===== src/rtl/core/php_pkg.sv =====
// Shared types, constants and the helper function of the PTP common header parser.
package php_pkg;

  localparam int unsigned MAX_FRAME_BYTES = 2048;
  localparam int unsigned HDR_BYTES       = 34;
  localparam int unsigned CNT_W           = $clog2(MAX_FRAME_BYTES + 1);
  localparam int unsigned HDR_IDX_W       = $clog2(HDR_BYTES);
  localparam int unsigned VER_W           = 4;
  localparam logic [VER_W-1:0] VER_RESET  = 4'd2;

  // Minimum messageLength per message type.
  localparam logic [15:0] MIN_LEN_EVENT   = 16'd44;
  localparam logic [15:0] MIN_LEN_DELAY   = 16'd54;
  localparam logic [15:0] MIN_LEN_MGMT    = 16'd48;
  localparam logic [15:0] MIN_LEN_SIGNAL  = 16'd64;
  localparam logic [15:0] MIN_LEN_HEADER  = 16'd34;

  typedef enum logic [1:0] {
    ST_OK      = 2'd0,
    ST_BAD_MSG = 2'd1,
    ST_BAD_VER = 2'd2
  } status_e;

  typedef logic [HDR_BYTES-1:0][7:0] hdr_t;

  typedef struct packed {
    logic [7:0]  log_interval;
    logic [15:0] sequence_id;
    logic [15:0] src_port;
    logic [63:0] clock_identity;
    logic [31:0] type_specific;
    logic [63:0] correction_ns;
    logic [15:0] flag_bits;
    logic [7:0]  domain_number;
    logic [15:0] message_length;
    logic [11:0] sdo_id;
    logic [3:0]  message_type;
    status_e     status;
  } res_t;

  localparam int unsigned RES_W = $bits(res_t);

  // Completed frame handed from the capture stage to the decoder.
  typedef struct packed {
    logic             done;
    logic [CNT_W-1:0] frame_len;
  } frame_t;

  function automatic logic [15:0] body_min_len(input logic [3:0] kind);
    logic [15:0] len;
    case (kind)
      4'h0, 4'h1, 4'h8, 4'hC: len = MIN_LEN_EVENT;
      4'h2, 4'h3, 4'h9, 4'hA: len = MIN_LEN_DELAY;
      4'hB:                   len = MIN_LEN_SIGNAL;
      4'hD:                   len = MIN_LEN_MGMT;
      default:                len = MIN_LEN_HEADER;
    endcase
    return len;
  endfunction

endpackage


===== src/rtl/core/ptp_header_parser.sv =====
// Top level of the PTP common header parser: stream ports and version register.
// A finished frame waits in the capture registers until the result buffer, which drives
// m_axis_tvalid, has room. Throughput: one item per cycle; the input stalls only when
// a finished frame waits and both entries of the two-entry result buffer are occupied.
// Reset (rst_ni low, asynchronous) clears the byte count, pending frame and
// buffer, and sets the expected version to 2; header bytes need no reset.
module ptp_header_parser import php_pkg::*; (
  input  logic                 clk_i,
  input  logic                 rst_ni,
  // Configuration: expected versionPTP nibble.
  input  logic                 cfg_we_i,
  input  logic [VER_W-1:0]     cfg_wdata_i,
  // Input stream, one octet per item.
  input  logic                 s_axis_tvalid,
  output logic                 s_axis_tready,
  input  logic [7:0]           s_axis_tdata,   // [7:0] data_byte
  input  logic                 s_axis_tlast,   // last_byte
  // Result stream, one item per frame.
  output logic                 m_axis_tvalid,
  input  logic                 m_axis_tready,
  // [1:0] status, [5:2] message_type, [17:6] sdo_id, [33:18] message_length,
  // [41:34] domain_number, [57:42] flag_bits, [121:58] correction_ns,
  // [153:122] type_specific, [217:154] clock_identity, [233:218] src_port,
  // [249:234] sequence_id, [257:250] log_interval, [263:258] zero
  output logic [263:0]         m_axis_tdata
);

  logic [VER_W-1:0] ver_q;
  logic             in_acc;
  logic             buf_room;
  logic             frame_taken;
  frame_t           frame;
  hdr_t             hdr;
  res_t             res;
  res_t             out_res;

  // The user must write the version register only while the parser is idle; the block does not enforce it.
  always_ff @(posedge clk_i or negedge rst_ni) begin
    if (!rst_ni) begin
      ver_q <= VER_RESET;
    end else if (cfg_we_i) begin
      ver_q <= cfg_wdata_i;
    end
  end

  // A finished frame moves into the result buffer as soon as it has room.
  // New octets are held off only while a finished frame still waits, since
  // the next frame would overwrite the header bytes the decoder is reading.
  assign frame_taken   = frame.done && buf_room;
  assign s_axis_tready = !frame.done || buf_room;
  assign in_acc        = s_axis_tvalid && s_axis_tready;

  php_capture u_capture (
    .clk_i         (clk_i),
    .rst_ni        (rst_ni),
    .in_acc_i      (in_acc),
    .in_byte_i     (s_axis_tdata),
    .in_last_i     (s_axis_tlast),
    .frame_taken_i (frame_taken),
    .frame_o       (frame),
    .hdr_o         (hdr)
  );

  php_decode u_decode (
    .hdr_i       (hdr),
    .frame_len_i (frame.frame_len),
    .exp_ver_i   (ver_q),
    .res_o       (res)
  );

  php_outbuf u_outbuf (
    .clk_i       (clk_i),
    .rst_ni      (rst_ni),
    .push_i      (frame_taken),
    .push_data_i (res),
    .room_o      (buf_room),
    .valid_o     (m_axis_tvalid),
    .ready_i     (m_axis_tready),
    .data_o      (out_res)
  );

  // Fields are packed with status, the last member of res_t, in the lowest bits.
  assign m_axis_tdata = {6'd0,
                         out_res.log_interval,
                         out_res.sequence_id,
                         out_res.src_port,
                         out_res.clock_identity,
                         out_res.type_specific,
                         out_res.correction_ns,
                         out_res.flag_bits,
                         out_res.domain_number,
                         out_res.message_length,
                         out_res.sdo_id,
                         out_res.message_type,
                         out_res.status};

endmodule


===== src/rtl/core/php_capture.sv =====
// Byte counter and header byte store of the PTP header parser.
module php_capture import php_pkg::*; (
  input  logic       clk_i,
  input  logic       rst_ni,
  input  logic       in_acc_i,
  input  logic [7:0] in_byte_i,
  input  logic       in_last_i,
  input  logic       frame_taken_i,
  output frame_t     frame_o,
  output hdr_t       hdr_o
);

  logic [CNT_W-1:0] cnt_q, cnt_d, cnt_inc;
  logic             done_q, done_d;
  logic [CNT_W-1:0] flen_q, flen_d;
  hdr_t             hdr_q;

  always_comb begin
    cnt_inc = (cnt_q < CNT_W'(MAX_FRAME_BYTES)) ? cnt_q + CNT_W'(1) : cnt_q;
    cnt_d   = cnt_q;
    done_d  = done_q && !frame_taken_i;
    flen_d  = flen_q;
    if (in_acc_i) begin
      cnt_d = in_last_i ? '0 : cnt_inc;
      if (in_last_i) begin
        done_d = 1'b1;
        flen_d = cnt_inc;
      end
    end
  end

  always_ff @(posedge clk_i or negedge rst_ni) begin
    if (!rst_ni) begin
      cnt_q  <= '0;
      done_q <= 1'b0;
    end else begin
      cnt_q  <= cnt_d;
      done_q <= done_d;
    end
  end

  always_ff @(posedge clk_i) begin
    flen_q <= flen_d;
    if (in_acc_i && (cnt_q < CNT_W'(HDR_BYTES))) begin
      hdr_q[cnt_q[HDR_IDX_W-1:0]] <= in_byte_i;
    end
  end

  assign frame_o.done      = done_q;
  assign frame_o.frame_len = flen_q;
  assign hdr_o             = hdr_q;

endmodule


===== src/rtl/core/php_decode.sv =====
// Header field extraction and message checks of the PTP header parser.
module php_decode import php_pkg::*; (
  input  hdr_t             hdr_i,
  input  logic [CNT_W-1:0] frame_len_i,
  input  logic [VER_W-1:0] exp_ver_i,
  output res_t             res_o
);

  logic [15:0] mlen;
  status_e     status;

  assign mlen = {hdr_i[2], hdr_i[3]};

  always_comb begin
    status = ST_OK;
    if (frame_len_i < CNT_W'(HDR_BYTES)) begin
      status = ST_BAD_MSG;
    end else if (hdr_i[1][3:0] != exp_ver_i) begin
      status = ST_BAD_VER;
    end else if ((mlen < body_min_len(hdr_i[0][3:0])) ||
                 (17'(mlen) > 17'(frame_len_i))) begin
      status = ST_BAD_MSG;
    end

    res_o = '0;
    res_o.status = status;
    if (status == ST_OK) begin
      res_o.message_type   = hdr_i[0][3:0];
      res_o.sdo_id         = {hdr_i[0][7:4], hdr_i[5]};
      res_o.message_length = mlen;
      res_o.domain_number  = hdr_i[4];
      res_o.flag_bits      = {hdr_i[6], hdr_i[7]};
      res_o.correction_ns  = {hdr_i[8], hdr_i[9], hdr_i[10], hdr_i[11],
                              hdr_i[12], hdr_i[13], hdr_i[14], hdr_i[15]};
      res_o.type_specific  = {hdr_i[16], hdr_i[17], hdr_i[18], hdr_i[19]};
      res_o.clock_identity = {hdr_i[20], hdr_i[21], hdr_i[22], hdr_i[23],
                              hdr_i[24], hdr_i[25], hdr_i[26], hdr_i[27]};
      res_o.src_port       = {hdr_i[28], hdr_i[29]};
      res_o.sequence_id    = {hdr_i[30], hdr_i[31]};
      res_o.log_interval   = hdr_i[33];
    end
  end

endmodule


===== src/rtl/core/php_outbuf.sv =====
// Two-entry result buffer that decouples the decoder from the output stream.
module php_outbuf import php_pkg::*; (
  input  logic clk_i,
  input  logic rst_ni,
  input  logic push_i,
  input  res_t push_data_i,
  output logic room_o,
  output logic valid_o,
  input  logic ready_i,
  output res_t data_o
);

  res_t       ent_q [2];
  logic       wr_ptr_q, wr_ptr_d;
  logic       rd_ptr_q, rd_ptr_d;
  logic [1:0] cnt_q, cnt_d;
  logic       pop;

  assign pop     = valid_o && ready_i;
  assign valid_o = (cnt_q != 2'd0);
  assign room_o  = (cnt_q != 2'd2);
  assign data_o  = ent_q[rd_ptr_q];

  always_comb begin
    wr_ptr_d = push_i ? ~wr_ptr_q : wr_ptr_q;
    rd_ptr_d = pop ? ~rd_ptr_q : rd_ptr_q;
    cnt_d    = cnt_q + 2'(push_i) - 2'(pop);
  end

  always_ff @(posedge clk_i or negedge rst_ni) begin
    if (!rst_ni) begin
      wr_ptr_q <= 1'b0;
      rd_ptr_q <= 1'b0;
      cnt_q    <= '0;
    end else begin
      wr_ptr_q <= wr_ptr_d;
      rd_ptr_q <= rd_ptr_d;
      cnt_q    <= cnt_d;
    end
  end

  always_ff @(posedge clk_i) begin
    if (push_i) begin
      ent_q[wr_ptr_q] <= push_data_i;
    end
  end

endmodule


===== config.mk =====
export PLATFORM = sky130hd
export DESIGN_NAME = ptp_header_parser
export DESIGN_NICKNAME = d
export VERILOG_FILES = /design/src/rtl/core/php_pkg.sv /design/src/rtl/core/ptp_header_parser.sv /design/src/rtl/core/php_capture.sv /design/src/rtl/core/php_decode.sv /design/src/rtl/core/php_outbuf.sv
export SDC_FILE = /design/constraint.sdc
export NUM_CORES = 1
export LEC_CHECK = 0
export ABC_AREA = 1
export CAP_MARGIN = 40
export CORE_UTILIZATION = 60
export CTS_BUF_LIST = sky130_fd_sc_hd__clkbuf_16
export CTS_CLUSTER_DIAMETER = 120
export DETAILED_ROUTE_END_ITERATION = 7
export DONT_BUFFER_PORTS = 1
export PLACE_DENSITY = 0.87
export RECOVER_POWER = 50
export SYNTH_ARGS = -nofsm -noshare
export SYNTH_HDL_FRONTEND = slang
export SYNTH_SLANG_ARGS = --single-unit

===== constraint.sdc =====
create_clock -name clk_i -period 28.9 [get_ports clk_i]
set_clock_uncertainty 0.15 [all_clocks]
set_input_delay 4.335 -clock clk_i [delete_from_list [all_inputs] [get_ports clk_i]]
set_output_delay 4.335 -clock clk_i [all_outputs]
set_load 0.1 [all_outputs]

==> flow_summary.ini <==
[outcome]
status = finished, violations left
failed_checks = max-capacitance violations, max-slew violations

[route]
drc = 0
wl_per_cell_um = 24.7
wirelength_um = 87200
drt_iter0_markers = 2209
vias = 20600
ant_nets = 0
viasPerCell = 5.82
firstDrtPassIters = 6

[layout]
multi_input_area_um2 = 5350
final_common_cell = nand2_1
ff_latch_area_um2 = 24300
final_cell_mix = nand2_1, edfxtp_1, inv_1
drive_gt1_share_pct = 14.7
area_growth_pct = 26.5
nFillCells = 2526
fin_nets = 2832

[critical_path]
critical_path.max_stage_delay_ns = 0.81
worst_setup_path_start_kind = flip-flop
worstSetupEndpointType = primary output
required_ns = 24.42
cp_num_buf_inv = 5
path_cells = buf_16, inv_8, buf_16, buf_4, nand2_1, nand2_1, buf_8
path_class = flip-flop to primary output
critPathSlowestCell = buf_4
crit_fanout = 156
critical-path-top-delay-family = buffers and inverters
cp.arrival_ns = 3.88

[timing]
setup_violations = 0
fmax_mhz = 120
period_minus_slack_ns = 8.36
final_hold_viol_count = 0
rsz0062_at_grt = no
tightest_slew_ns = 3.76
slew_headroom_pct = -150
slew_violations = 682
timing.final.crit_share_pct = 28.9
tns_ns = 0

[synthesis]
synth_area_per_cell_um2 = 12.5
synth-edff-count = 788
yosysSeqAreaShare_pct = 77.7
netlist_instances = 2502
synthDominantCellAreaShare_pct = 75.6
ys_warn_count = 0
netlist_area_um2 = 31300
netlist-cell-type-count = 35
synth_async_sr_flop_share_pct = 2.58
yosysTopAreaCell = edfxtp_1
synthTopCellsByArea = edfxtp_1, nand2_1, nor2_1
synth_seq_cells = 815
synthFlopType = edfxtp_1

[clock_tree]
post_cts_resized = 0
worstSkewPairLatency_ns = 0.61
ctsLongestPathBuffers = 3
postCtsSetupBuffers = 0
cts_tree = done
cts-root-buf = clkbuf_16
htreeDepth = 3
cts.sinks = 815
cts_hold_buf = 0
clkTransAtPathRegs_ns = 0.06
cts_buffers = 79

[die]
ios = 284
start_util_pct = 60.9
die_w_um = 230
rows = 83
coreArea_um2 = 51400
die_y_um = 230
dieArea_um2 = 53100

[placed_design]
port_buffers = 0
place_congestion = 0.893
hpwl_um = 51800

[global_route]
grt_overflow = 0
first_global_vias = 21200
grt_first_pass_wirelength_um = 127000
antenna_found_initial = 0
grt.total_usage_pct = 32.9
grt_max_degree = 157

[min_path]
hp-class = flip-flop to flip-flop

[run]
drv_cap = 13
-- cell families after synthesis --
family,count (synthesis),synth area share [%]
buffers and inverters,403,5.43
xor gates and xnor gates,17,0.476
and+or+nand+nor,1206,14.7
AOI/OAI and AO/OA,33,0.588
muxes,4,0.144
adders and majority gates,23,0.920
other,1,0.0120
DFF,815,77.7
-- worst reg2reg max path: cells and delay by family (launching register included) --
kind            cells  cell delay (ns)
buf+inv             4             6.34
flops               1             0.40
simple gates        1             0.18
compound gates      1             0.25
-- final timing paths --
path,slack (ns),depth (start not counted),startpoint,to
min in group asynchronous,3.27,0,rst_ni,u_capture.cnt_q[8]
setup reg to reg,21.04,6,u_outbuf.cnt_q[1],u_outbuf.ent_q[0][124]
setup / recovery,20.54,7,u_outbuf.rd_ptr_q,m_axis_tdata[250]
hold reg to reg,0.44,1,ver_q[0],ver_q[0]
max in group asynchronous,25.16,0,rst_ni,ver_q[1]
hold / removal,0.44,1,ver_q[0],ver_q[0]
-- synthesized netlist by cell type (3+ instances only) --
cell	instances
xor2_1	11
nand2_1	855
dfrtp_1	20
o22ai_1	3
buf_2	8
o21ai_1	3
clkbuf_1	56
inv_1	299
o21ai_0	13
ha_1	23
mux2_2	4
xnor2_1	6
edfxtp_1	788
buf_6	20
nand3_1	26
nor2_1	310
a21oi_1	9
nand4_1	3
nand3_2	3
dfxtp_1	6
nor2_2	3
buf_4	7
inv_2	11
-- layout make-up --
| type | count | share of cell area [%] |
|---|---|---|
| Antenna cell | 1 | 0.00632 |
| Clock buffer | 81 | 5.12 |
| Clock inverter | 62 | 1.71 |
| Inverter | 310 | 2.96 |
| Multi-Input combinational cell | 1297 | 13.5 |
| Sequential cell | 815 | 61.4 |
| Tap cell | 680 | 2.15 |
| Timing Repair Buffer | 288 | 13.2 |
-- per-stage QoR --
stage | hold WS [ns] | util [%] | area [µm²] | setup WS, ns | cells
2_1_floorplan | 0.337 | - | 31300 | 16.55 | 2515
3_3_place_gp | 0.385 | 61.9 | 31800 | 21.00 | 3116
3_5_place_dp | 0.418 | 72.1 | 37000 | 21.34 | 3390
4_1_cts | 0.437 | 77.3 | 39700 | 20.66 | 3533
5_1_grt | 0.442 | 77.0 | 39600 | 20.47 | 3533
6_report | 0.443 | 77.0 | 39600 | 20.54 | 3534
-- metal layers --
layer  part of all wire (%)  track usage (%)
met5                      0                0
met2                     53             58.0
met4                    5.0             17.4
met3                    9.4             6.16
met1                     33             38.3
-- registers in the layout (all words and copies together), names as in the netlist, named ones only --
register           count
u_capture.cnt_q       12
u_capture.done_q       1
u_capture.flen_q      12
u_capture.hdr_o      260
u_outbuf.cnt_q         2
u_outbuf.ent_q       516
u_outbuf.rd_ptr_q      1
u_outbuf.wr_ptr_q      1
ver_q                  4
Power is not shown: default switching activity piles up to over one toggle a cycle in this logic, so the estimate is an artifact.
